[src/design/hdlcenc_pkg.sv]
// Shared types, constants and the CRC step function for the HDLC frame encoder.
package hdlcenc_pkg;

   localparam logic [7:0]  ESC_BYTE  = 8'h7D;
   localparam logic [7:0]  FLAG_BYTE = 8'h7E;
   localparam logic [7:0]  ESC_XOR   = 8'h20;
   localparam logic [15:0] CRC_POLY  = 16'h8408;
   localparam logic [15:0] CRC_SEED  = 16'hFFFF;

   localparam int QUEUE_DEPTH_DEF = 4;

   // One queued job: the item as taken plus the finished frame check
   typedef struct packed {
      logic [7:0]  data_byte;
      logic        has_byte;
      logic        frame_end;
      logic [15:0] crc_inv;
   } entry_type;

   // Head of the job queue as seen by the back end
   typedef struct packed {
      logic      valid;
      entry_type entry;
   } head_type;

   // Byte position within one job
   typedef enum logic [1:0] {
      SLOT_DATA,
      SLOT_CRC_LO,
      SLOT_CRC_HI,
      SLOT_FLAG
   } slot_type;

   // Fold one byte into the reflected CRC-16, LSB first
   function automatic logic [15:0] crc_fold(input logic [15:0] crc, input logic [7:0] b);
      logic [15:0] c;
      c = crc ^ {8'h00, b};
      for (int k = 0; k < 8; k++) begin
         if (c[0]) begin
            c = (c >> 1) ^ CRC_POLY;
         end else begin
            c = c >> 1;
         end
      end
      return c;
   endfunction

endpackage

[src/design/hdlcenc_req_if.sv]
// Request channel: one raw payload beat with its frame markers.
interface hdlcenc_req_if;
   logic       valid;
   logic       ready;
   logic [7:0] data_byte;
   logic       has_byte;
   logic       frame_end;

   modport source (output valid, output data_byte, output has_byte, output frame_end,
                   input ready);
   modport sink   (input valid, input data_byte, input has_byte, input frame_end,
                   output ready);
endinterface

[src/design/hdlcenc_rsp_if.sv]
// Response channel: one encoded line byte per beat.
interface hdlcenc_rsp_if;
   logic       valid;
   logic       ready;
   logic [7:0] out_byte;
   logic       frame_last;

   modport source (output valid, output out_byte, output frame_last, input ready);
   modport sink   (input valid, input out_byte, input frame_last, output ready);
endinterface

[src/design/hdlc_frame_encoder.sv]
// HDLC frame encoder: byte stuffing with CRC-16 frame check and closing flag.
// The first line byte of an item passes through the job queue and then the output
//   register before it is valid on rsp.
// Throughput: one req beat per cycle while the job queue has room; the back end
//   sends one line byte per cycle while rsp is ready; an item yields 1 line byte, 2 if escaped,
//   and up to 7 when it closes a frame (data, CRC low, CRC high, each maybe escaped, flag).
// Reset: synchronous, active high; clears the queue, the output and seeds the CRC.
module hdlc_frame_encoder #(
   parameter int QUEUE_DEPTH = hdlcenc_pkg::QUEUE_DEPTH_DEF
) (
   input  logic          clock,
   input  logic          reset,
   hdlcenc_req_if.sink   req_chan,
   hdlcenc_rsp_if.source rsp_chan
);

   logic                   q_full;
   logic                   q_push;
   logic                   q_pop;
   hdlcenc_pkg::entry_type q_entry;
   hdlcenc_pkg::head_type  q_head;

   hdlcenc_front u_front (
      .clock    (clock),
      .reset    (reset),
      .req_chan (req_chan),
      .q_full   (q_full),
      .q_push   (q_push),
      .q_entry  (q_entry)
   );

   hdlcenc_queue #(
      .QUEUE_DEPTH (QUEUE_DEPTH)
   ) u_queue (
      .clock      (clock),
      .reset      (reset),
      .push       (q_push),
      .push_entry (q_entry),
      .pop        (q_pop),
      .full       (q_full),
      .head       (q_head)
   );

   hdlcenc_back u_back (
      .clock    (clock),
      .reset    (reset),
      .head     (q_head),
      .pop      (q_pop),
      .rsp_chan (rsp_chan)
   );

endmodule

[src/design/hdlcenc_front.sv]
// Front end: accepts request beats, runs the CRC and queues encoding jobs.
module hdlcenc_front (
   input  logic                  clock,
   input  logic                  reset,
   hdlcenc_req_if.sink           req_chan,
   input  logic                  q_full,
   output logic                  q_push,
   output hdlcenc_pkg::entry_type q_entry
);

   logic [15:0] crc_ff;
   logic [15:0] crc_in;
   logic [15:0] crc_upd;
   logic        take;

   assign req_chan.ready = !q_full;
   assign take           = req_chan.valid && req_chan.ready;

   always_comb begin
      crc_upd = req_chan.has_byte ? hdlcenc_pkg::crc_fold(crc_ff, req_chan.data_byte) : crc_ff;
      crc_in  = crc_ff;
      if (take) begin
         crc_in = req_chan.frame_end ? hdlcenc_pkg::CRC_SEED : crc_upd;
      end
   end

   always_ff @(posedge clock) begin
      if (reset) begin
         crc_ff <= hdlcenc_pkg::CRC_SEED;
      end else begin
         crc_ff <= crc_in;
      end
   end

   // Drop beats that carry neither a byte nor an end marker
   assign q_push            = take && (req_chan.has_byte || req_chan.frame_end);
   assign q_entry.data_byte = req_chan.data_byte;
   assign q_entry.has_byte  = req_chan.has_byte;
   assign q_entry.frame_end = req_chan.frame_end;
   assign q_entry.crc_inv   = ~crc_upd;

   a_seed_after_end: assert property (@(posedge clock) disable iff (reset)
      take && req_chan.frame_end |=> crc_ff == hdlcenc_pkg::CRC_SEED)
      else $error("CRC not reseeded after frame end");

   a_idle_crc_hold: assert property (@(posedge clock) disable iff (reset)
      !take |=> $stable(crc_ff))
      else $error("CRC changed without an accepted beat");

   a_push_has_room: assert property (@(posedge clock) disable iff (reset)
      q_push |-> !q_full)
      else $error("job pushed while the queue is full");

endmodule

[src/design/hdlcenc_queue.sv]
// Job queue between front and back end, flop based.
module hdlcenc_queue #(
   parameter int QUEUE_DEPTH = hdlcenc_pkg::QUEUE_DEPTH_DEF
) (
   input  logic                  clock,
   input  logic                  reset,
   input  logic                  push,
   input  hdlcenc_pkg::entry_type push_entry,
   input  logic                  pop,
   output logic                  full,
   output hdlcenc_pkg::head_type head
);

   localparam int PTR_W = (QUEUE_DEPTH > 1) ? $clog2(QUEUE_DEPTH) : 1;
   localparam int CNT_W = $clog2(QUEUE_DEPTH + 1);

   hdlcenc_pkg::entry_type mem_ff [QUEUE_DEPTH];
   logic [PTR_W-1:0] wr_ptr_ff, wr_ptr_in;
   logic [PTR_W-1:0] rd_ptr_ff, rd_ptr_in;
   logic [CNT_W-1:0] count_ff, count_in;

   assign full       = (count_ff == CNT_W'(QUEUE_DEPTH));
   assign head.valid = (count_ff != '0);
   assign head.entry = mem_ff[rd_ptr_ff];

   always_comb begin
      wr_ptr_in = wr_ptr_ff;
      rd_ptr_in = rd_ptr_ff;
      count_in  = count_ff;
      if (push) begin
         wr_ptr_in = (wr_ptr_ff == PTR_W'(QUEUE_DEPTH - 1)) ? '0 : wr_ptr_ff + 1'b1;
      end
      if (pop) begin
         rd_ptr_in = (rd_ptr_ff == PTR_W'(QUEUE_DEPTH - 1)) ? '0 : rd_ptr_ff + 1'b1;
      end
      if (push && !pop) begin
         count_in = count_ff + 1'b1;
      end else if (pop && !push) begin
         count_in = count_ff - 1'b1;
      end
   end

   always_ff @(posedge clock) begin
      if (reset) begin
         wr_ptr_ff <= '0;
         rd_ptr_ff <= '0;
         count_ff  <= '0;
      end else begin
         wr_ptr_ff <= wr_ptr_in;
         rd_ptr_ff <= rd_ptr_in;
         count_ff  <= count_in;
      end
   end

   always_ff @(posedge clock) begin
      if (push) begin
         mem_ff[wr_ptr_ff] <= push_entry;
      end
   end

   a_no_overflow: assert property (@(posedge clock) disable iff (reset)
      full |-> !push)
      else $error("push into full queue");

   a_no_underflow: assert property (@(posedge clock) disable iff (reset)
      pop |-> head.valid)
      else $error("pop from empty queue");

   a_count_range: assert property (@(posedge clock) disable iff (reset)
      count_ff <= CNT_W'(QUEUE_DEPTH))
      else $error("queue count out of range");

endmodule

[src/design/hdlcenc_back.sv]
// Back end: expands queued jobs into stuffed line bytes, one per cycle while rsp is ready.
module hdlcenc_back (
   input  logic                  clock,
   input  logic                  reset,
   input  hdlcenc_pkg::head_type head,
   output logic                  pop,
   hdlcenc_rsp_if.source         rsp_chan
);

   hdlcenc_pkg::slot_type slot_ff, slot_in, slot_cur;
   logic       started_ff, started_in;
   logic       esc_ff, esc_in;
   logic       valid_ff, valid_in;
   logic [7:0] byte_ff, byte_in;
   logic       last_ff, last_in;
   logic [7:0] byte_sel;
   logic       need_esc;
   logic       emit_go;

   assign emit_go = head.valid && (!valid_ff || rsp_chan.ready);

   always_comb begin
      slot_cur = started_ff ? slot_ff
               : (head.entry.has_byte ? hdlcenc_pkg::SLOT_DATA : hdlcenc_pkg::SLOT_CRC_LO);
      case (slot_cur)
         hdlcenc_pkg::SLOT_DATA:   byte_sel = head.entry.data_byte;
         hdlcenc_pkg::SLOT_CRC_LO: byte_sel = head.entry.crc_inv[7:0];
         hdlcenc_pkg::SLOT_CRC_HI: byte_sel = head.entry.crc_inv[15:8];
         hdlcenc_pkg::SLOT_FLAG:   byte_sel = hdlcenc_pkg::FLAG_BYTE;
         default:                  byte_sel = hdlcenc_pkg::FLAG_BYTE;
      endcase
      need_esc = (slot_cur != hdlcenc_pkg::SLOT_FLAG) &&
                 (byte_sel == hdlcenc_pkg::ESC_BYTE || byte_sel == hdlcenc_pkg::FLAG_BYTE);

      slot_in    = slot_ff;
      started_in = started_ff;
      esc_in     = esc_ff;
      pop        = 1'b0;
      byte_in    = byte_ff;
      last_in    = last_ff;
      valid_in   = valid_ff && !rsp_chan.ready;

      if (emit_go) begin
         valid_in = 1'b1;
         last_in  = 1'b0;
         if (need_esc && !esc_ff) begin
            // Send the escape, hold the slot for the flipped byte
            byte_in    = hdlcenc_pkg::ESC_BYTE;
            esc_in     = 1'b1;
            started_in = 1'b1;
            slot_in    = slot_cur;
         end else begin
            byte_in = esc_ff ? (byte_sel ^ hdlcenc_pkg::ESC_XOR) : byte_sel;
            last_in = (slot_cur == hdlcenc_pkg::SLOT_FLAG);
            esc_in  = 1'b0;
            if (slot_cur == hdlcenc_pkg::SLOT_FLAG ||
                (slot_cur == hdlcenc_pkg::SLOT_DATA && !head.entry.frame_end)) begin
               pop        = 1'b1;
               started_in = 1'b0;
               slot_in    = hdlcenc_pkg::SLOT_DATA;
            end else begin
               started_in = 1'b1;
               case (slot_cur)
                  hdlcenc_pkg::SLOT_DATA:   slot_in = hdlcenc_pkg::SLOT_CRC_LO;
                  hdlcenc_pkg::SLOT_CRC_LO: slot_in = hdlcenc_pkg::SLOT_CRC_HI;
                  hdlcenc_pkg::SLOT_CRC_HI: slot_in = hdlcenc_pkg::SLOT_FLAG;
                  default:                  slot_in = hdlcenc_pkg::SLOT_DATA;
               endcase
            end
         end
      end
   end

   always_ff @(posedge clock) begin
      if (reset) begin
         slot_ff    <= hdlcenc_pkg::SLOT_DATA;
         started_ff <= 1'b0;
         esc_ff     <= 1'b0;
         valid_ff   <= 1'b0;
      end else begin
         slot_ff    <= slot_in;
         started_ff <= started_in;
         esc_ff     <= esc_in;
         valid_ff   <= valid_in;
      end
   end

   always_ff @(posedge clock) begin
      byte_ff <= byte_in;
      last_ff <= last_in;
   end

   assign rsp_chan.valid      = valid_ff;
   assign rsp_chan.out_byte   = byte_ff;
   assign rsp_chan.frame_last = last_ff;

   a_last_is_flag: assert property (@(posedge clock) disable iff (reset)
      valid_ff && last_ff |-> byte_ff == hdlcenc_pkg::FLAG_BYTE)
      else $error("frame_last on a byte other than the flag");

   a_esc_has_job: assert property (@(posedge clock) disable iff (reset)
      esc_ff |-> head.valid && started_ff)
      else $error("pending escape without a job");

   a_esc_precedes: assert property (@(posedge clock) disable iff (reset)
      esc_ff |-> byte_ff == hdlcenc_pkg::ESC_BYTE && valid_ff)
      else $error("escape state without an escape byte sent");

endmodule

[src/flat_wrapper.sv]
// flat-port wrapper written by rule: the top's interface ports become plain ports
module hdlc_frame_encoder_flat 
#(
   parameter int QUEUE_DEPTH = hdlcenc_pkg::QUEUE_DEPTH_DEF
)
  (clock, reset, req_chan_valid, req_chan_data_byte, req_chan_has_byte, req_chan_frame_end, req_chan_ready, rsp_chan_valid, rsp_chan_out_byte, rsp_chan_frame_last, rsp_chan_ready);
  hdlcenc_req_if req_chan_i ();
  hdlcenc_rsp_if rsp_chan_i ();
  input  logic clock;
  input  logic reset;
  input wire logic [$bits(req_chan_i.valid)-1:0] req_chan_valid;
  input wire logic [$bits(req_chan_i.data_byte)-1:0] req_chan_data_byte;
  input wire logic [$bits(req_chan_i.has_byte)-1:0] req_chan_has_byte;
  input wire logic [$bits(req_chan_i.frame_end)-1:0] req_chan_frame_end;
  output wire logic [$bits(req_chan_i.ready)-1:0] req_chan_ready;
  output wire logic [$bits(rsp_chan_i.valid)-1:0] rsp_chan_valid;
  output wire logic [$bits(rsp_chan_i.out_byte)-1:0] rsp_chan_out_byte;
  output wire logic [$bits(rsp_chan_i.frame_last)-1:0] rsp_chan_frame_last;
  input wire logic [$bits(rsp_chan_i.ready)-1:0] rsp_chan_ready;
  assign req_chan_i.valid = req_chan_valid;
  assign req_chan_i.data_byte = req_chan_data_byte;
  assign req_chan_i.has_byte = req_chan_has_byte;
  assign req_chan_i.frame_end = req_chan_frame_end;
  assign req_chan_ready = req_chan_i.ready;
  assign rsp_chan_valid = rsp_chan_i.valid;
  assign rsp_chan_out_byte = rsp_chan_i.out_byte;
  assign rsp_chan_frame_last = rsp_chan_i.frame_last;
  assign rsp_chan_i.ready = rsp_chan_ready;
  hdlc_frame_encoder #(.QUEUE_DEPTH(QUEUE_DEPTH)) u_core (.clock(clock), .reset(reset), .req_chan(req_chan_i), .rsp_chan(rsp_chan_i));
endmodule
[config.mk]
export PLATFORM = sky130hd
export DESIGN_NAME = hdlc_frame_encoder_flat
export DESIGN_NICKNAME = d
export VERILOG_FILES = /design/src/design/hdlcenc_pkg.sv /design/src/design/hdlcenc_req_if.sv /design/src/design/hdlcenc_rsp_if.sv /design/src/design/hdlc_frame_encoder.sv /design/src/design/hdlcenc_front.sv /design/src/design/hdlcenc_queue.sv /design/src/design/hdlcenc_back.sv /design/src/flat_wrapper.sv
export SDC_FILE = /design/constraint.sdc
export NUM_CORES = 1
export LEC_CHECK = 0
export ABC_AREA = 0
export BUFFER_PORTS_ARGS = -buffer_cell sky130_fd_sc_hd__buf_2
export CORE_MARGIN = 2
export CORE_UTILIZATION = 30
export DETAILED_ROUTE_END_ITERATION = 16
export GPL_ROUTABILITY_DRIVEN = 0
export PLACE_DENSITY = 0.41
export SLEW_MARGIN = 20
export SYNTH_ARGS = -nofsm -noshare
export SYNTH_HDL_FRONTEND = slang
export SYNTH_SLANG_ARGS = --single-unit
[constraint.sdc]
create_clock -name clock -period 4.75 [get_ports clock]
set_input_delay 0.2375 -clock clock [delete_from_list [all_inputs] [get_ports clock]]
set_output_delay 0.2375 -clock clock [all_outputs]
set_load 0.05 [all_outputs]
==> results of run 1 <==
==> cell families (layout without fill, tap and decap cells) <==
logic type      after synthesis  count (layout)  synth area share, %
buf+inv                      28              72                2.206
xor+xnor                     28              28                4.079
simple gates                 71              71                5.786
fa+ha+maj                    11              11                2.414
compound gates               55              55                6.930
flops                       143             143                66.43
mux                          47              47                12.15
==> cells in the final DEF (no fill, tap or decap), drive strengths merged, types with 6 or more instances in the layout <==
cell type,instances
xor2,8
inv,8
clkbuf,20
buf,31
nor2,12
xnor2,20
ha,10
o2bb2ai,16
nand2,32
o21ai,12
mux2i,25
and2,10
clkinv,7
mux4,20
o221ai,6
dfxtp,30
edfxtp,113
==> flip-flops by register name (all words and copies together), names as in the netlist, named ones only <==
name and flops:
u_core.u_back.rsp_chan.frame_last 1, u_core.u_queue.mem_ff 104, u_core.u_back.slot_ff 2, u_core.u_queue.rd_ptr_ff 2, u_core.u_queue.count_ff 3, u_core.u_front.crc_ff 16, u_core.u_back.rsp_chan.valid 1, u_core.u_back.esc_ff 1
u_core.u_back.started_ff 1, u_core.u_back.rsp_chan.out_byte 8, u_core.u_queue.wr_ptr_ff 2
==> power by group through the flow <==
stage | clock network (mW) | registers (mW) | logic, mW
6_report | 1.44 | 1.62 | 1.14
5_1_grt | 1.52 | 1.64 | 1.24
4_1_cts | 1.47 | 1.62 | 1.16
3_5_place_dp | 0 | 1.65 | 1.15
3_3_place_gp | 0 | 1.64 | 1.16
2_1_floorplan | 0 | 1.80 | 0.708
==> cell type report <==
cell class                 instances  area [um2]  share of cell area, %
multi-input combinational        212        1886                  26.72
tap                              265       331.6                  4.699
timing repair buffer              31       172.7                  2.447
inverter                           9       33.78                 0.4788
sequential                       143        3995                  56.62
clock buffer                      20       446.7                  6.331
clock inverter                    12       190.2                  2.696
==> path summary, 6_finish.rpt <==
check                                           start                                       to  slack (ns)  cells after the start
min                             req_chan_data_byte[7]   u_core.u_queue.mem_ff[3][25]$_DFFE_PP_        0.06                      1
max                                          register  u_core.u_queue.count_ff[2]$_SDFFE_PP0P_        0.56                     17
min reg2reg  u_core.u_queue.rd_ptr_ff[1]$_SDFFE_PP0P_                                 register        0.49                      2
max reg2reg                                  register  u_core.u_queue.count_ff[2]$_SDFFE_PP0P_        0.56                     17
==> per-stage QoR <==
stage               utilization [%]  hold WS [ns]
floorplan                         -        0.3364
global placement              32.76        0.4840
detailed placement            32.76        0.4879
CTS                           36.02       0.03724
global route                  36.02       0.05909
finish                        36.02       0.05543
==> metal layers <==
metal  vias up  routed length [um]  global-route usage (%)
met3        21                 458                   3.856
li1       1526                   -                       -
met4         0                 363                   6.225
met1      1625                6470                   17.63
met2        51                6244                   20.85
met5         -                   0                       0
==> metrics list, run 1 <==
- CTS Hold Buffers Added: 0
* Largest clock skew in the final design: roughly 0.010 ns
* Flip-flop and latch count after synthesis: around 140
* Number of nets still failing antenna checks after routing: 0
- Prior to clock tree synthesis, the placed netlist has a worst setup slack of 0.5903 ns.
* Cell count after placement: 660
* Register share of total power: 38.6%
- Starting Density: 30.69%
- Relative to the synthesized area, the layout overhead comes to 17.36%.
- Core Box Area: 19590 um2
* Data required time of the worst path: 5.11 ns
* Yosys top cell area share: between 50% and 60%
- Along the worst path, the maximum fanout reaches 7.
* Worst path most repeated cell: inv_1
- Ant. Diodes: 0
- Number of top-level design ports: 25
- From left edge to right edge, the die measures 145.6 um.
* Count of clock tree sinks: 143
* Final setup TNS: 0 ns
- Portion of total power attributed to combinational logic: between 20 and 30%
* Worst stage delay on the critical path: around 0.50 ns
* Final critical path time including I/O delays and setup: 4.188 ns
- Commonest cells in the synthesized netlist: edfxtp_1, nand2_1, dfxtp_1
- Drt first pass iters: 4
- Critical Path Sink Type: register
* Share of async-settable or async-resettable flops after synthesis: 0%
- Slew at the pin with the worst max-slew slack: 0.9983 ns
- Setup repair after global routing left no endpoint under its margin.
- The flow ran to the end, and the final reports show no timing, DRC or antenna violations.
* Number of nets in the layout: approximately 440
- TritonCTS clock tree: done
- Number of filler cells placed in the layout: 1863
* Final period util: between 80% and 90%
* Area of the die: 21190 um2
- Cells along the critical path: mux4_2, inv_1, mux2_2, inv_1, ha_1, nor2_1, o221ai_1, o22ai_1, xor2_1, nand3_2, nand3_2, ha_1, inv_1, fa_1, xor2_1, or3_1, a21oi_1
* Critical Path Slowest Stage Cell: mux4_2
- Final hold violation count: 0
* P per Cell Area: about 600 nW/um2
* Area contributors post-synth: edfxtp_1, dfxtp_1, mux4_2
- Top Family by Delay on Critical Path: simple AND/OR/NAND/NOR gates
- Most frequent cell after synthesis: edfxtp_1
* Kind of path behind the tightest hold check: input pin to register
- For this run, the top clock speed supported by timing is ~240 MHz.
* Finish-stage setup viols: 0
- Minimum setup slack in the final design: 0.5617 ns
- Clk network pwr share: 34.2%
- Post-CTS resize count: 0
* Master cell of the clock root buffer: clkbuf_16
- Via count of the first global-routing pass: 3381
- Mapped Area: 6012 um2
- For this run the aggregate overflow at the end of global routing stands at 0.
* Final number of max-transition violations: 0
- After clock tree synthesis, the clock-pin slew on the worst setup and hold paths is 0.06 ns.
- Type of origin of the critical path: register
- Residual DRC count: 0
- Largest buffer count on any clock path: 2
- In this run the number of H-tree levels came out at 4.
- Synthesized instance count: 383
- Number of CTS-inserted buffers: 17
- The worst pin sits at a relative slew slack of between 30% and 40%.
- For this run, the total global-route usage over all layers was measured as a little over an eighth.
- When the netlist entered floorplanning its net count stood at 408.
- Total number of vias: ~3200
- Input and output buffers added on the ports amount to 24.
- Post-synthesis cell type count: 45
- Worst endpoint data arrival time: 4.55 ns
* First-pass GRT wire length: ~21000 um
- Overall power consumption after layout is estimated at ~4.2 mW.
- The finished layout holds 692 standard cells, fillers aside.
* CP Buf/Inv Count: 3
- Sw Share: 30.80%
- Final instance area: a little over 7000 um2
* Standard-cell row count: 51
* Leakage power: 2.382 nW
* Synth area leader: edfxtp_1
- Largest net degree at the start of global routing: 32
* Die boundary height: 145.6 um
- Seq/Total Area, Yosys: roughly two thirds
- After detailed placement, the total cell area comes to approximately 6400 um2.
- Dividing the detail-routed via count by the number of cells gives 4.658.
* Average routed wire per standard cell: a little under 20 um
- Synth warn: 0
- The number of antenna violations at the first check in global routing was 0.
- Across the VDD grid, the largest voltage drop is 243.3 uV.
- Initial DRC Count: 258
- Cells with a size suffix above 1 make up 20.61% of the layout.
- The wire-length estimate of the detail-placed layout is 8472 um.
- Average cell area after synthesis: 15.70 um2
- Most used flip-flop cell after synthesis: edfxtp_1
- Total internal power: 2.905 mW
* Postcts setup bufs: 0
- Clock latency of the later-clocked register in the worst-skew pair: 0.42 ns
- Max-cap violations in this run came to 0.
* Switch Pwr: 1.293 mW
- Post-synth EDFFs: 113
- Post-detailed-routing wire length: 13540 um
- Critical path type: register to register
No activity file was read; power rests on OpenSTA's default activity.
==> inputs of run 2 (changes only) <==
Settings changed: CORE_MARGIN 2 to not set.
==> run 2 against run 1 <==
Routed wire length shrank 2.5%. Clock skew decreased by 0.0020 ns. Worst setup slack worse by 0.056 ns. Clock power about the same. Critical path type unchanged. Critical endpoint unchanged. Largest power group unchanged.
==> metrics list, run 2 (synthesized netlist as in run 1, its figures left out) <==
- Status: completed (unchanged).
- The count of H-tree levels built during CTS is 4 (unchanged).
- Cells along the critical path: mux4_2, inv_1, mux2_2, inv_1, ha_1, nor2_1, o221ai_1, o22ai_1, xor2_1, nand3_2, nand3_2, ha_1, inv_1, fa_1, xor2_1, or3_1, a21oi_1 (unchanged).
* Standard-cell row count: 51 (unchanged)
- The cell internal power dissipation is 2.895 mW (was 2.905 mW).
- Total global-route track usage: 14.16% (was 13.49%)
* Setup repair after global routing missed its margin: false (unchanged)
* Leakage power: 2.372 nW (was 2.382 nW)
- The post-cts resize count is 0 (unchanged).
- Final critical path time including I/O delays and setup: 4.244 ns (was 4.188 ns)
- Count of clock tree sinks: 143 (unchanged)
* Die extent in x: 143.6 um (was 145.6 um)
- Most frequent cells in the layout: edfxtp_1, nand2_1, dfxtp_1 (unchanged)
* Largest buffer count on any clock path: 2 (unchanged)
- Relative slew slack: 41.33% (was 32.88%)
* P per Cell Area: 592.5 nW/um2 (was 595.1 nW/um2)
- Critical Path Slowest Stage Cell: mux4_2 (unchanged)
- The core region area came to 19530 um2 (was 19590 um2).
- The total wirelength of the detailed-routed design was 13190 um (was 13540 um).
- Initial DRC Count: 152 (was 258)
* Switch Pwr: 1.280 mW (was 1.293 mW)
* Final period util: 89.34% (was 88.18%)
- CP Buf/Inv Count: 3 (unchanged)
- CTS Hold Buffers Added: 0 (unchanged)
- Fraction of layout cells with a size suffix above 1: 20.19% (was 20.61%)
- Top Family by Delay on Critical Path: simple AND/OR/NAND/NOR gates (unchanged)
* Total number of vias: 3275 (was 3223)
- Largest net degree at the start of global routing: 32 (unchanged)
- The relative contribution of combinational cells to total power was 27.4% (was 27.1%).
- The total clock buffers created by CTS came to 17 (unchanged).
- Number of nets in the layout: 439 (unchanged)
- The arrival time of the worst setup path is 4.58 ns (was 4.55 ns).
- The number of antenna violations at the first check in global routing is 0 (unchanged).
- Max-capacitance violation count: 0 (unchanged)
- The count of filler cells inserted in the layout is 1886 (was 1863).
* Final setup TNS: 0 ns (unchanged)
- The most numerous cell on the critical path is inv_1 (unchanged).
- The total iterations of the first detailed-routing run was 4 (unchanged).
- The root buffer cell is clkbuf_16 (unchanged).
- Register share of total power: 38.8% (was 38.6%)
* Slew at the pin with the worst max-slew slack: 0.8761 ns (was 0.9983 ns)
- Type of origin of the critical path: register (unchanged)
- Postcts setup bufs: 0 (unchanged)
- Clock latency of the later-clocked register in the worst-skew pair: 0.41 ns (was 0.42 ns)
- The clock skew after layout came to 0.008451 ns (was 0.01044 ns).
* VDD IR-drop max: 218.4 uV (was 243.3 uV)
- Layout Utilization: 36.08% (was 36.02%)
- The number of endpoints with negative hold slack in the final report was 0 (unchanged).
- The total congestion overflow is 0 (unchanged).
* Die boundary height: 143.6 um (was 145.6 um)
- Reg with most FFs: u_core.u_queue.mem_ff (unchanged)
* Average routed wire per standard cell: 19.09 um (was 19.56 um)
- The antenna diode count came to 0 (unchanged).
- The clock-pin slew reported for the worst setup and hold paths after clock tree synthesis came to 0.06 ns (about the same).
- The number of routed nets with antenna violations was 0 (unchanged).
- The effective utilization at floorplan is 30.79% (was 30.69%).
- Crit path max fanout: 7 (unchanged)
* Final number of max-transition violations: 0 (unchanged)
* Most common library cell in the layout ignoring fill and taps: edfxtp_1 (unchanged)
* Critical Path Sink Type: register (unchanged)
* Worst stage delay on the critical path: 0.50 ns (about the same)
- Final worst hold slack: 0.07014 ns (was 0.05543 ns)
- Finish-stage setup viols: 0 (unchanged)
* Max FFs per register: 104 (unchanged)
- The area growth from synthesis to final layout was 17.19% (was 17.36%).
- The detailed placer's ending HPWL came to 8292 um (was 8472 um).
- The via count of the first global-routing pass was 3461 (was 3381).
- Clk network pwr share: 33.8% (was 34.2%)
* Residual DRC count: 0 (unchanged)
- The first-pass GRT wire length was 20470 um (was 20740 um).
- The critical setup path kind was register to register (unchanged).
- Highest clock rate: 235.6 MHz (was 238.8 MHz)
- The worst endpoint required time was 5.09 ns (was 5.11 ns).
- The class of the tightest hold or removal check is input pin to register (unchanged).
* Count of input and output buffers: 24 (unchanged)
- The overall die area is 20610 um2 (was 21190 um2).
- Number of top-level design ports: 25 (unchanged)
* TritonCTS clock tree: done (unchanged)
- The mean number of vias per cell was 4.740 (was 4.658).
- Sw Share: 30.66% (was 30.80%)
[run 2: cell types whose count changed in the layout (fill, tap and decap cells not counted), sizes merged]
cell    before  now
clkbuf      20   19
[run 2: power groups by stage]
| stage | logic (mW) | clock network (mW) | registers, mW |
|---|---|---|---|
| after floorplan | 0.708 | 0 | 1.80 |
| after global placement | 1.16 | 0 | 1.64 |
| after detailed placement | 1.16 | 0 | 1.65 |
| after CTS | 1.16 | 1.44 | 1.62 |
| after global routing | 1.25 | 1.50 | 1.64 |
| final | 1.14 | 1.41 | 1.62 |
[run 2: cell type report]
class	instances	area [um2]	area share [%]
Sequential cell	143	3994	56.69
Multi-Input combinational cell	212	1888	26.80
Clock buffer	19	432.9	6.145
Tap cell	265	331.6	4.706
Clock inverter	12	192.7	2.735
Timing Repair Buffer	31	172.7	2.451
Inverter	9	33.78	0.4795
[run 2: metrics by stage]
step,cell area (um2),worst slack (ns),std cells,power [mW]
2_1_floorplan,6012,0.5696,383,2.505
3_3_place_gp,6420,0.6920,660,2.799
3_5_place_dp,6420,0.5915,660,2.806
4_1_cts,7046,0.5159,691,4.229
5_1_grt,7046,0.2729,691,4.385
6_report,7046,0.5061,691,4.175
[run 2: path summary, 6_finish.rpt]
check	slack, ns	from	depth (start not counted)	endpoint
worst min-delay path	0.07	req_chan_data_byte[7]	1	u_core.u_queue.mem_ff[2][25]$_DFFE_PP_
worst max register to register	0.51	register	17	u_core.u_queue.count_ff[2]$_SDFFE_PP0P_
worst min register to register	0.50	u_core.u_queue.rd_ptr_ff[1]$_SDFFE_PP0P_	2	u_core.u_queue.rd_ptr_ff[1]$_SDFFE_PP0P_
worst max-delay path	0.51	register	17	u_core.u_queue.count_ff[2]$_SDFFE_PP0P_
[run 2: per-layer routing]
layer	share of wire (%)	vias up	track usage, %
met5	0	-	0
met4	1.1	0	5.375
met3	3.2	10	3.266
met2	48	60	23.05
met1	48	1677	18.31
li1	-	1528	-
